File: src/cddnc_pkg.sv
// shared types, constants and calendar tables for the civil date / day number converter
`timescale 1ns / 1ps

package cddnc_pkg;

    // largest year magnitude accepted; clamped so that every year fits the 15-bit field
    localparam int MAX_YEAR = 9999;
    localparam int YEAR_LIM = (MAX_YEAR > 16383) ? 16383 : MAX_YEAR;

    localparam int GREG_EPOCH = 719468;
    localparam int JUL_EPOCH  = 719470;
    localparam int FIRST_GREG_DAY = -79366;
    localparam int MAR_TO_JAN = 306;

    localparam int GREG_CYCLE = 146097;
    localparam int JUL_CYCLE  = 1461;

    // julian day numbers are biased by whole four-year cycles so the era stays positive
    localparam int JUL_ERA_BIAS  = 4096;
    localparam int JUL_YEAR_BIAS = 4 * JUL_ERA_BIAS;

    // pipeline depth from input register to output register
    localparam int NUM_STAGES = 9;
    localparam int LAST_STAGE = NUM_STAGES - 1;

    // request codes carried in s_tuser
    localparam logic REQ_TO_DAYS = 1'b0;
    localparam logic REQ_TO_DATE = 1'b1;

    localparam logic signed [15:0] YEAR_HI_S = 16'(YEAR_LIM);
    localparam logic signed [15:0] YEAR_LO_S = 16'(-YEAR_LIM);

    localparam logic signed [23:0] DN_HI = 24'(365 * YEAR_LIM + YEAR_LIM / 4 - YEAR_LIM / 100
        + YEAR_LIM / 400 + MAR_TO_JAN - GREG_EPOCH - 1);
    localparam logic signed [23:0] DN_LO = 24'(-365 * (YEAR_LIM + 1) - (YEAR_LIM + 4) / 4
        + MAR_TO_JAN - JUL_EPOCH);
    localparam logic signed [23:0] FIRST_GREG_S = 24'(FIRST_GREG_DAY);

    localparam logic signed [24:0] Z_OFS_GREG = 25'(GREG_EPOCH);
    localparam logic signed [24:0] Z_OFS_JUL  = 25'(JUL_EPOCH + JUL_ERA_BIAS * JUL_CYCLE);

    // reciprocal constants: floor(x / d) == (x * ceil(2^k / d)) >> k over the used range
    localparam int ERA_SHIFT     = 41;
    localparam int DIV100_SHIFT  = 21;
    localparam int DIV1460_SHIFT = 29;
    localparam int DIV365_SHIFT  = 27;

    localparam logic [30:0] R_ERA_GREG = 31'(((64'd1 << ERA_SHIFT) + 64'(GREG_CYCLE) - 64'd1)
        / 64'(GREG_CYCLE));
    localparam logic [30:0] R_ERA_JUL  = 31'(((64'd1 << ERA_SHIFT) + 64'(JUL_CYCLE) - 64'd1)
        / 64'(JUL_CYCLE));
    localparam logic [14:0] R_DIV100   = 15'(((64'd1 << DIV100_SHIFT) + 64'd99) / 64'd100);
    localparam logic [18:0] R_DIV1460  = 19'(((64'd1 << DIV1460_SHIFT) + 64'd1459) / 64'd1460);
    localparam logic [18:0] R_DIV365   = 19'(((64'd1 << DIV365_SHIFT) + 64'd364) / 64'd365);

    // s_tdata layout, lowest field last
    typedef struct packed {
        logic signed [23:0] in_day_number;
        logic [4:0]         in_day;
        logic [3:0]         in_month;
        logic signed [14:0] in_year;
    } in_data_t;

    // m_tdata layout, lowest field last
    typedef struct packed {
        logic [4:0]         out_day;
        logic [3:0]         out_month;
        logic signed [14:0] out_year;
        logic signed [23:0] out_day_number;
    } out_data_t;

    // days in a month of a common year, zero for codes that are not months
    function automatic logic [4:0] month_len(input logic [3:0] m);
        logic [4:0] len;
        case (m)
            4'd1, 4'd3, 4'd5, 4'd7, 4'd8, 4'd10, 4'd12: len = 5'd31;
            4'd4, 4'd6, 4'd9, 4'd11:                     len = 5'd30;
            4'd2:                                        len = 5'd28;
            default:                                     len = 5'd0;
        endcase
        return len;
    endfunction

    // first day of month index mp, counted from march 1 (mp 0 is march)
    function automatic logic [8:0] march_start(input logic [3:0] mp);
        logic [8:0] days;
        case (mp)
            4'd0:    days = 9'd0;
            4'd1:    days = 9'd31;
            4'd2:    days = 9'd61;
            4'd3:    days = 9'd92;
            4'd4:    days = 9'd122;
            4'd5:    days = 9'd153;
            4'd6:    days = 9'd184;
            4'd7:    days = 9'd214;
            4'd8:    days = 9'd245;
            4'd9:    days = 9'd275;
            4'd10:   days = 9'd306;
            4'd11:   days = 9'd337;
            default: days = 9'd0;
        endcase
        return days;
    endfunction

    // first day of calendar month m, counted from march 1
    function automatic logic [8:0] month_start(input logic [3:0] m);
        logic [8:0] days;
        case (m)
            4'd1:    days = march_start(4'd10);
            4'd2:    days = march_start(4'd11);
            4'd3, 4'd4, 4'd5, 4'd6, 4'd7, 4'd8, 4'd9, 4'd10, 4'd11, 4'd12:
                     days = march_start(m - 4'd3);
            default: days = 9'd0;
        endcase
        return days;
    endfunction

endpackage

File: src/civil_date_day_number_converter_top.sv
// civil date / day number converter: nine-stage streaming pipeline
`timescale 1ns / 1ps

// Converts between a calendar date and a signed day number, day 0 being 1970-01-01.
// The calendar is julian up to 1752-09-02 and gregorian from 1752-09-14, years are
// astronomical (year 0 and negative years exist) and limited to +/- cddnc_pkg::YEAR_LIM.
// s_tuser selects the request: REQ_TO_DAYS checks year, month and day and returns the
// day number, REQ_TO_DATE returns year, month and day for a day number. m_tuser flags an
// invalid date or an out-of-range day number; all result fields are then zero, and the
// fields that a request does not produce are always zero. One transfer is taken every
// cycle unless all stages are full and the output is stalled; a result passes stage
// registers 0 to 8 in order. The latency is set by the chain of reciprocal
// multiplications (era split, century correction, year of era), each followed by a
// register. Every stage holds its item while the next stage is full and held, so the
// input side keeps accepting until all nine stages carry an item.
module civil_date_day_number_converter_top (
    input  logic        aclk,
    input  logic        aresetn,
    input  logic        s_tvalid,
    output logic        s_tready,
    input  logic [47:0] s_tdata,   // in_year, in_month, in_day, in_day_number
    input  logic [0:0]  s_tuser,   // req_type
    output logic        m_tvalid,
    input  logic        m_tready,
    output logic [47:0] m_tdata,   // out_day_number, out_year, out_month, out_day
    output logic [0:0]  m_tuser    // bad_input
);

    // ---------------------------------------------------------------- flow control
    logic [cddnc_pkg::LAST_STAGE:0] valid_reg, valid_next, stage_en;

    // a stage takes a new item when it is empty or its content moves on
    always_comb begin
        stage_en[cddnc_pkg::LAST_STAGE] = !valid_reg[cddnc_pkg::LAST_STAGE] || m_tready;
        for (int i = cddnc_pkg::LAST_STAGE - 1; i >= 0; i--) begin
            stage_en[i] = !valid_reg[i] || stage_en[i + 1];
        end
        valid_next    = valid_reg;
        valid_next[0] = stage_en[0] ? s_tvalid : valid_reg[0];
        for (int i = 1; i <= cddnc_pkg::LAST_STAGE; i++) begin
            if (stage_en[i]) begin
                valid_next[i] = valid_reg[i - 1];
            end
        end
    end

    always_ff @(posedge aclk) begin
        if (!aresetn) begin
            valid_reg <= '0;
        end else begin
            valid_reg <= valid_next;
        end
    end

    assign s_tready = stage_en[0];
    assign m_tvalid = valid_reg[cddnc_pkg::LAST_STAGE];

    // ---------------------------------------------------------------- stage 0: input register
    cddnc_pkg::in_data_t s0_data_reg;
    logic                s0_req_reg;

    always_ff @(posedge aclk) begin
        if (stage_en[0]) begin
            s0_data_reg <= cddnc_pkg::in_data_t'(s_tdata);
            s0_req_reg  <= s_tuser[0];
        end
    end

    // ---------------------------------------------------------------- stage 1
    // date side: year-day base sum and the century multiply
    // number side: range check, calendar choice and biased day count
    logic signed [15:0] s0_year_w;
    logic signed [15:0] s0_yy_w;
    logic signed [23:0] s0_dn_w;
    logic signed [24:0] s0_z_w;
    logic [3:0]         s0_month_w;
    logic [4:0]         s0_day_w;

    logic               s1_mle2_next, s1_greg_next, s1_yok_next, s1_g_next, s1_dnok_next;
    logic signed [25:0] s1_base_next;
    logic [28:0]        s1_p100_next;

    logic               s1_req_reg, s1_mle2_reg, s1_greg_reg, s1_yok_reg;
    logic               s1_g_reg, s1_dnok_reg;
    logic signed [14:0] s1_year_reg;
    logic [3:0]         s1_month_reg;
    logic [4:0]         s1_day_reg;
    logic signed [25:0] s1_base_reg;
    logic [28:0]        s1_p100_reg;
    logic [22:0]        s1_z_reg;

    always_comb begin
        s0_year_w  = $signed({s0_data_reg.in_year[14], s0_data_reg.in_year});
        s0_month_w = s0_data_reg.in_month;
        s0_day_w   = s0_data_reg.in_day;

        // january and february count with the previous year
        s1_mle2_next = (s0_month_w == 4'd1) || (s0_month_w == 4'd2);
        s0_yy_w      = s0_year_w - 16'(s1_mle2_next);
        s1_base_next = 26'(s0_yy_w) * 26'sd365 + 26'(s0_yy_w >>> 2)
                     + 26'(cddnc_pkg::month_start(s0_month_w)) + 26'(s0_day_w) - 26'sd1;

        s1_greg_next = (s0_year_w > 16'sd1752)
                    || ((s0_year_w == 16'sd1752)
                        && ((s0_month_w > 4'd9) || ((s0_month_w == 4'd9) && (s0_day_w >= 5'd14))));
        s1_yok_next  = (s0_year_w >= cddnc_pkg::YEAR_LO_S) && (s0_year_w <= cddnc_pkg::YEAR_HI_S);
        // only meaningful for positive years, where the low 14 bits hold the year
        s1_p100_next = 29'(s0_data_reg.in_year[13:0]) * 29'(cddnc_pkg::R_DIV100);

        s0_dn_w      = $signed(s0_data_reg.in_day_number);
        s1_dnok_next = (s0_dn_w >= cddnc_pkg::DN_LO) && (s0_dn_w <= cddnc_pkg::DN_HI);
        s1_g_next    = s0_dn_w >= cddnc_pkg::FIRST_GREG_S;
        s0_z_w       = 25'(s0_dn_w) + (s1_g_next ? cddnc_pkg::Z_OFS_GREG : cddnc_pkg::Z_OFS_JUL);
    end

    always_ff @(posedge aclk) begin
        if (stage_en[1]) begin
            s1_req_reg   <= s0_req_reg;
            s1_year_reg  <= s0_data_reg.in_year;
            s1_month_reg <= s0_month_w;
            s1_day_reg   <= s0_day_w;
            s1_mle2_reg  <= s1_mle2_next;
            s1_base_reg  <= s1_base_next;
            s1_greg_reg  <= s1_greg_next;
            s1_yok_reg   <= s1_yok_next;
            s1_p100_reg  <= s1_p100_next;
            s1_g_reg     <= s1_g_next;
            s1_dnok_reg  <= s1_dnok_next;
            s1_z_reg     <= s0_z_w[22:0];
        end
    end

    // ---------------------------------------------------------------- stage 2
    // date side finishes here; number side multiplies by the era reciprocal
    logic [7:0]         s1_q100_w, s1_qyy_w;
    logic               s1_rem0_w, s1_jleap_w, s1_leap_w, s1_gap_w, s1_ok_w;
    logic [4:0]         s1_len_w;
    logic signed [25:0] s1_dn_greg_w, s1_dn_jul_w, s1_dn_sel_w;

    logic [23:0]        s2_dn_next;
    logic               s2_bad_next;
    logic [53:0]        s2_pera_next;

    logic               s2_req_reg, s2_bad_reg, s2_g_reg;
    logic [23:0]        s2_dn_reg;
    logic [53:0]        s2_pera_reg;
    logic [22:0]        s2_z_reg;

    always_comb begin
        s1_q100_w  = s1_p100_reg[cddnc_pkg::DIV100_SHIFT +: 8];
        s1_rem0_w  = (14'(s1_q100_w) * 14'd100) == s1_year_reg[13:0];
        s1_jleap_w = s1_year_reg[1:0] == 2'b00;
        if (s1_year_reg > 15'sd1752) begin
            s1_leap_w = (s1_jleap_w && !s1_rem0_w) || (s1_rem0_w && (s1_q100_w[1:0] == 2'b00));
        end else begin
            s1_leap_w = s1_jleap_w;
        end
        s1_len_w = cddnc_pkg::month_len(s1_month_reg)
                 + 5'((s1_month_reg == 4'd2) && s1_leap_w);
        // the eleven days dropped at the calendar switch
        s1_gap_w = (s1_year_reg == 15'sd1752) && (s1_month_reg == 4'd9)
                && (s1_day_reg > 5'd2) && (s1_day_reg < 5'd14);
        s1_ok_w  = s1_yok_reg && (s1_month_reg >= 4'd1) && (s1_month_reg <= 4'd12)
                && (s1_day_reg != 5'd0) && (s1_day_reg <= s1_len_w) && !s1_gap_w;

        // century count of the march-based year
        s1_qyy_w     = s1_q100_w - 8'(s1_mle2_reg && s1_rem0_w);
        s1_dn_greg_w = s1_base_reg - 26'(s1_qyy_w) + 26'(s1_qyy_w >> 2)
                     - 26'(cddnc_pkg::GREG_EPOCH);
        s1_dn_jul_w  = s1_base_reg - 26'(cddnc_pkg::JUL_EPOCH);
        s1_dn_sel_w  = s1_greg_reg ? s1_dn_greg_w : s1_dn_jul_w;

        s2_dn_next   = (s1_ok_w && (s1_req_reg == cddnc_pkg::REQ_TO_DAYS))
                     ? s1_dn_sel_w[23:0] : 24'd0;
        s2_bad_next  = (s1_req_reg == cddnc_pkg::REQ_TO_DATE) ? !s1_dnok_reg : !s1_ok_w;
        s2_pera_next = 54'(s1_z_reg)
                     * 54'(s1_g_reg ? cddnc_pkg::R_ERA_GREG : cddnc_pkg::R_ERA_JUL);
    end

    always_ff @(posedge aclk) begin
        if (stage_en[2]) begin
            s2_req_reg  <= s1_req_reg;
            s2_bad_reg  <= s2_bad_next;
            s2_dn_reg   <= s2_dn_next;
            s2_pera_reg <= s2_pera_next;
            s2_g_reg    <= s1_g_reg;
            s2_z_reg    <= s1_z_reg;
        end
    end

    // ---------------------------------------------------------------- stage 3: era and day of era
    logic [12:0] s2_era_w;
    logic [30:0] s2_span_w, s2_doe_w;

    logic        s3_req_reg, s3_bad_reg, s3_g_reg;
    logic [23:0] s3_dn_reg;
    logic [17:0] s3_doe_reg;
    logic [12:0] s3_era_reg;

    always_comb begin
        s2_era_w  = s2_pera_reg[cddnc_pkg::ERA_SHIFT +: 13];
        s2_span_w = 31'(s2_era_w)
                  * (s2_g_reg ? 31'(cddnc_pkg::GREG_CYCLE) : 31'(cddnc_pkg::JUL_CYCLE));
        s2_doe_w  = 31'(s2_z_reg) - s2_span_w;
    end

    always_ff @(posedge aclk) begin
        if (stage_en[3]) begin
            s3_req_reg <= s2_req_reg;
            s3_bad_reg <= s2_bad_reg;
            s3_dn_reg  <= s2_dn_reg;
            s3_g_reg   <= s2_g_reg;
            s3_era_reg <= s2_era_w;
            s3_doe_reg <= s2_doe_w[17:0];
        end
    end

    // ---------------------------------------------------------------- stage 4: leap corrections
    logic [36:0] s4_p1460_next;
    logic [2:0]  s4_c36524_next;
    logic        s4_e146096_next;

    logic        s4_req_reg, s4_bad_reg, s4_g_reg, s4_e146096_reg;
    logic [23:0] s4_dn_reg;
    logic [17:0] s4_doe_reg;
    logic [12:0] s4_era_reg;
    logic [36:0] s4_p1460_reg;
    logic [2:0]  s4_c36524_reg;

    always_comb begin
        s4_p1460_next   = 37'(s3_doe_reg) * 37'(cddnc_pkg::R_DIV1460);
        // quotient by 36524 is at most four, found by comparison
        s4_c36524_next  = 3'(s3_doe_reg >= 18'd36524) + 3'(s3_doe_reg >= 18'd73048)
                        + 3'(s3_doe_reg >= 18'd109572) + 3'(s3_doe_reg >= 18'd146096);
        s4_e146096_next = s3_doe_reg == 18'd146096;
    end

    always_ff @(posedge aclk) begin
        if (stage_en[4]) begin
            s4_req_reg     <= s3_req_reg;
            s4_bad_reg     <= s3_bad_reg;
            s4_dn_reg      <= s3_dn_reg;
            s4_g_reg       <= s3_g_reg;
            s4_era_reg     <= s3_era_reg;
            s4_doe_reg     <= s3_doe_reg;
            s4_p1460_reg   <= s4_p1460_next;
            s4_c36524_reg  <= s4_c36524_next;
            s4_e146096_reg <= s4_e146096_next;
        end
    end

    // ---------------------------------------------------------------- stage 5: corrected day count
    logic [17:0] s5_n_next;

    logic        s5_req_reg, s5_bad_reg, s5_g_reg;
    logic [23:0] s5_dn_reg;
    logic [17:0] s5_doe_reg, s5_n_reg;
    logic [12:0] s5_era_reg;

    always_comb begin
        s5_n_next = s4_doe_reg - 18'(s4_p1460_reg[cddnc_pkg::DIV1460_SHIFT +: 8]);
        if (s4_g_reg) begin
            s5_n_next = s5_n_next + 18'(s4_c36524_reg) - 18'(s4_e146096_reg);
        end
    end

    always_ff @(posedge aclk) begin
        if (stage_en[5]) begin
            s5_req_reg <= s4_req_reg;
            s5_bad_reg <= s4_bad_reg;
            s5_dn_reg  <= s4_dn_reg;
            s5_g_reg   <= s4_g_reg;
            s5_era_reg <= s4_era_reg;
            s5_doe_reg <= s4_doe_reg;
            s5_n_reg   <= s5_n_next;
        end
    end

    // ---------------------------------------------------------------- stage 6: year of era multiply
    logic        s6_req_reg, s6_bad_reg, s6_g_reg;
    logic [23:0] s6_dn_reg;
    logic [17:0] s6_doe_reg;
    logic [12:0] s6_era_reg;
    logic [36:0] s6_p365_reg;

    always_ff @(posedge aclk) begin
        if (stage_en[6]) begin
            s6_req_reg  <= s5_req_reg;
            s6_bad_reg  <= s5_bad_reg;
            s6_dn_reg   <= s5_dn_reg;
            s6_g_reg    <= s5_g_reg;
            s6_era_reg  <= s5_era_reg;
            s6_doe_reg  <= s5_doe_reg;
            s6_p365_reg <= 37'(s5_n_reg) * 37'(cddnc_pkg::R_DIV365);
        end
    end

    // ---------------------------------------------------------------- stage 7: year and day of year
    logic [8:0]  s6_yoe_w;
    logic [1:0]  s6_yoe100_w;
    logic [17:0] s6_used_w, s6_doy_w;
    logic [16:0] s7_yr_next;

    logic        s7_req_reg, s7_bad_reg;
    logic [23:0] s7_dn_reg;
    logic [8:0]  s7_doy_reg;
    logic [16:0] s7_yr_reg;

    always_comb begin
        s6_yoe_w    = s6_p365_reg[cddnc_pkg::DIV365_SHIFT +: 9];
        s6_yoe100_w = 2'(s6_yoe_w >= 9'd100) + 2'(s6_yoe_w >= 9'd200) + 2'(s6_yoe_w >= 9'd300);
        s6_used_w   = 18'(s6_yoe_w) * 18'd365;
        if (s6_g_reg) begin
            s6_used_w  = s6_used_w + 18'(s6_yoe_w >> 2) - 18'(s6_yoe100_w);
            s7_yr_next = 17'(s6_yoe_w) + 17'(s6_era_reg) * 17'd400;
        end else begin
            // undo the bias of whole four-year cycles
            s7_yr_next = 17'(s6_yoe_w) + 17'({s6_era_reg, 2'b00})
                       - 17'(cddnc_pkg::JUL_YEAR_BIAS);
        end
        s6_doy_w = s6_doe_reg - s6_used_w;
    end

    always_ff @(posedge aclk) begin
        if (stage_en[7]) begin
            s7_req_reg <= s6_req_reg;
            s7_bad_reg <= s6_bad_reg;
            s7_dn_reg  <= s6_dn_reg;
            s7_doy_reg <= s6_doy_w[8:0];
            s7_yr_reg  <= s7_yr_next;
        end
    end

    // ---------------------------------------------------------------- stage 8: month split, output register
    logic [3:0]  s7_mp_w, s7_month_w;
    logic [8:0]  s7_dom_w;
    logic [16:0] s7_year_w;

    cddnc_pkg::out_data_t out_next, out_reg;
    logic                 bad_next, bad_reg;

    always_comb begin
        // march-based month index: count of month starts already passed
        s7_mp_w = 4'd0;
        for (int i = 1; i < 12; i++) begin
            if (s7_doy_reg >= cddnc_pkg::march_start(4'(i))) begin
                s7_mp_w = s7_mp_w + 4'd1;
            end
        end
        s7_dom_w   = s7_doy_reg - cddnc_pkg::march_start(s7_mp_w) + 9'd1;
        s7_month_w = (s7_mp_w < 4'd10) ? s7_mp_w + 4'd3 : s7_mp_w - 4'd9;
        s7_year_w  = s7_yr_reg + 17'(s7_month_w <= 4'd2);

        out_next = '0;
        bad_next = s7_bad_reg;
        if (s7_req_reg == cddnc_pkg::REQ_TO_DAYS) begin
            out_next.out_day_number = s7_dn_reg;
        end else if (!s7_bad_reg) begin
            out_next.out_year  = s7_year_w[14:0];
            out_next.out_month = s7_month_w;
            out_next.out_day   = s7_dom_w[4:0];
        end
    end

    always_ff @(posedge aclk) begin
        if (stage_en[8]) begin
            out_reg <= out_next;
            bad_reg <= bad_next;
        end
    end

    assign m_tdata    = out_reg;
    assign m_tuser[0] = bad_reg;

endmodule

File: config.mk
export PLATFORM = sky130hd
export DESIGN_NAME = civil_date_day_number_converter_top
export DESIGN_NICKNAME = d
export VERILOG_FILES = /design/src/cddnc_pkg.sv /design/src/civil_date_day_number_converter_top.sv
export SDC_FILE = /design/constraint.sdc
export NUM_CORES = 2
export LEC_CHECK = 0
export BUFFER_PORTS_ARGS = -buffer_cell sky130_fd_sc_hd__buf_2
export CAP_MARGIN = 40
export CORE_ASPECT_RATIO = 0.5
export CORE_UTILIZATION = 50
export CTS_CLUSTER_DIAMETER = 120
export DETAILED_ROUTE_END_ITERATION = 10
export GPL_ROUTABILITY_DRIVEN = 0
export PLACE_DENSITY_LB_ADDON = 0.05
export SYNTH_ARGS = -nofsm -noshare
export SYNTH_HDL_FRONTEND = slang
export SYNTH_SLANG_ARGS = --single-unit
File: constraint.sdc
create_clock -name aclk -period 8.3 [get_ports aclk]
set_clock_uncertainty 0.05 [all_clocks]
set_input_delay 0.415 -clock aclk [delete_from_list [all_inputs] [get_ports aclk]]
set_output_delay 0.415 -clock aclk [all_outputs]
set_load 0.05 [all_outputs]
==> summary by stage <==
GRT
The wire length of the first global-routing pass is approximately 230000 um. The number of global-route vias before repair is approximately 43000. Entering global routing, the biggest net connects 60 pins. The number of antenna violations at the first check in global routing is 2.

Global routing finished with a remaining overflow of 0. The overall track demand over capacity in global routing is approximately 23%.

Timing
The final number of max-transition violations is 0. Of the available clock period, the critical path in the final layout requires a little over nine tenths. For the pin with the worst max-slew slack, the measured transition is 933 ps. The peak clock frequency supported by timing is between 100 and 150 MHz. The final count of hold timing violations came to 0.

The worst-case headroom to the max-slew limit is a little under two fifths. Across all setup checks in the final design, the least slack found is approximately 400 ps. Setup violations remaining at the end of the flow were counted as 0. The final critical delay including setup and external delays is roughly 8000 ps.

Worst setup path
Among all stages on the critical path, the largest delay is contributed by sky130_fd_sc_hd__fa_1. The maximum fanout encountered on the critical timing path is between 40 and 50. The worst setup path is launched from a register. The delay of the slowest cell on the worst path is roughly 550 ps. Among the stages of the critical path, the cell type that occurs most often is sky130_fd_sc_hd__fa_1. STA classifies the critical path endpoint as a register. The critical path in this run is classified as reg2reg. The data required time at the worst endpoint is between 8000 and 9000 ps.

Data on the critical path arrives at its endpoint at 8220 ps.

Synth
Dividing the synthesized area by the synthesized cell count gives around 11 um^2. The Yosys step of the flow raised 0 warnings. The cell area that synthesis handed to floorplanning was roughly 65000 um^2. The share of the synthesized area in the top cell type is a little over a quarter. The portion of the post-synthesis area used by sequential elements is between 20% and 30%. The cell count after synthesis is between 5000 and 6000. In this run, synthesis produced a sequential element count of about 560. Counting distinct cell types in the post-synthesis netlist gives 80. By area the synthesized netlist is led by sky130_fd_sc_hd__fa_1 (27%), sky130_fd_sc_hd__edfxtp_1 (25%), sky130_fd_sc_hd__ha_1 (22%). In the synthesized netlist the dominant register cell turns out to be sky130_fd_sc_hd__edfxtp_1. The fraction of registers with async set or reset after synthesis is 0%. The number of enable-type register cells in the synthesized netlist is between 500 and 600.

The synthesized design spends more area on one cell type than any other, namely sky130_fd_sc_hd__fa_1.

Layout
Leaving out fill and tap cells, the most frequent cells in the layout are sky130_fd_sc_hd__inv_1 (1410), sky130_fd_sc_hd__ha_1 (1141), sky130_fd_sc_hd__fa_1 (891). Leaving out fill and tap cells, the most frequent cell in the layout is sky130_fd_sc_hd__inv_1. After the flow finishes, the layout carries non-filler instances totaling 7832. The number of nets in the layout is 8164. The number of flip-flops in the largest register is 48. Cells with a size suffix above 1 make up 6.58% of the layout. Relative to the synthesized area, the layout overhead comes to 9.60%.

Clocking
TritonCTS built the clock tree. Counting along the longest clock path gives a buffer depth of 3. The root buffer cell chosen for the clock tree is sky130_fd_sc_hd__clkbuf_16.

Clock-pin slew was measured on the worst setup and hold paths at around 70 ps. The count of clock tree sinks is approximately 560. Clock tree synthesis inserted a total of between 50 and 60 buffers. The later-pin clock latency in the skew report is 670 ps. The maximum level of the CTS H-tree is 2.

Drt
The overall via count from detail_route is 40200. The number of nets still failing antenna checks after routing is 0. In the routed layout, each cell is associated on average with a via count of 5.13. The total wire length is approximately 140000 um. The violation count after the first detailed-route iteration is ~1700. In the routed design, unresolved DRC markers number 0. The number of iterations in the first detailed-routing pass is 5. In the final routed layout, each cell accounts on average for roughly 18 um.

Run status
The flow ran to the end, and the final reports show no timing, DRC or antenna violations.

Placed design
The number of cells after detailed placement is ~7700. The placement-stage worst setup slack is -241 ps. Once detailed placement completed, the half-perimeter wirelength came to 121000 um. Buffers placed on the I/O ports in this run total 103.

Floorplanning
The die is 257 um tall. The die extent in x is ~510 um. The number of I/O pins is between 100 and 150. The starting density of the core is roughly half.

The floorplan step defined a die boundary enclosing 132000 um^2. The core area is around 130000 um^2. After floorplanning, the core was divided into between 90 and 100 placement rows.

Job
Max-cap violations in this run came to 0.

Hold path
The tightest min-delay check is of the in2reg type.
metal layers:
metal	up-vias	track usage, %	wire length [um]
met5	-	0	0
met4	0	4.98	3300
met3	184	2.37	4590
met2	616	39.6	71500
met1	20100	30.2	64400
li1	19300	-	-
metrics by stage:
stage               setup TNS [ps]  hold WS (ps)  cell area [um^2]  util (%)
finish                           0           108             71400      55.3
global route                  -398           101             71400      55.3
CTS                          -10.6          62.4             71100      55.1
detailed placement           -1760           355             68600      53.2
global placement              -669           351             68400      53.1
floorplan                        0           350             65200         -
area by class of cell:
class / count / area [um^2]
antenna: 2 / 5.00
clock inverter: 43 / 489
timing repair buffer: 279 / 2070
multi-input combinational: 3758 / 43300
sequential: 556 / 16600
clock buffer: 65 / 1500
tap: 1710 / 2140
fill: 11100 / 57600
inverter: 1419 / 5330
cell usage after synthesis (40+ instances only):
master                        n
sky130_fd_sc_hd__nor3_1      40
sky130_fd_sc_hd__o21ai_0    122
sky130_fd_sc_hd__xnor2_1    232
sky130_fd_sc_hd__fa_1       891
sky130_fd_sc_hd__a21o_1      87
sky130_fd_sc_hd__inv_1     1419
sky130_fd_sc_hd__clkbuf_1    43
sky130_fd_sc_hd__a21oi_1    177
sky130_fd_sc_hd__nor2b_1     69
sky130_fd_sc_hd__nand2_1    176
sky130_fd_sc_hd__edfxtp_1   544
sky130_fd_sc_hd__xor2_1      84
sky130_fd_sc_hd__nand3_1     69
sky130_fd_sc_hd__nor2_1     176
sky130_fd_sc_hd__ha_1      1149
worst max-delay path, delay by kind of cell, from the launching register on:
kind	cells	cell delay (ps)
and+or+nand+nor	3	410
buffers and inverters	8	1070
xor gates and xnor gates	1	90
adders and majority gates	8	3920
DFF	1	380
AOI/OAI and AO/OA	8	1640
timing repair:
action / in CTS / in global routing
setup endpoints to repair: 13 / 24
hold buffers: 51 / 0
resized for setup: 2 / 44
setup buffers: 2 / 8
hold endpoints to repair: 55 / 0
pin swaps: 1 / 19
cloned: 0 / 0
final timing paths:
| kind | start | endpoint | slack, ps | cells after the start |
|---|---|---|---|---|
| min | m_tready | valid_reg[8] | 110 | 3 |
| min reg2reg | s3_dn_reg[18] | s4_dn_reg[18] | 360 | 0 |
| max reg2reg | s1_g_reg | s2_pera_reg[49] | 400 | 28 |
| max | s1_g_reg | s2_pera_reg[49] | 400 | 28 |
logic make-up (layout without fill, tap and decap cells):
logic type | count (synthesis) | after routing | synth area share [%]
compound gates | 623 | 623 | 6.15
xor+xnor | 322 | 322 | 4.46
fa+ha+maj | 2040 | 2040 | 49.5
buf+inv | 1475 | 1806 | 8.53
flops | 556 | 556 | 25.5
mux | 25 | 25 | 0.392
other cells | 2 | 23 | 0.0115
simple gates | 727 | 727 | 5.52
Power is left out: the tool's default activity adds up to more than one toggle a clock period on the data nets, which glitch-free logic cannot reach.
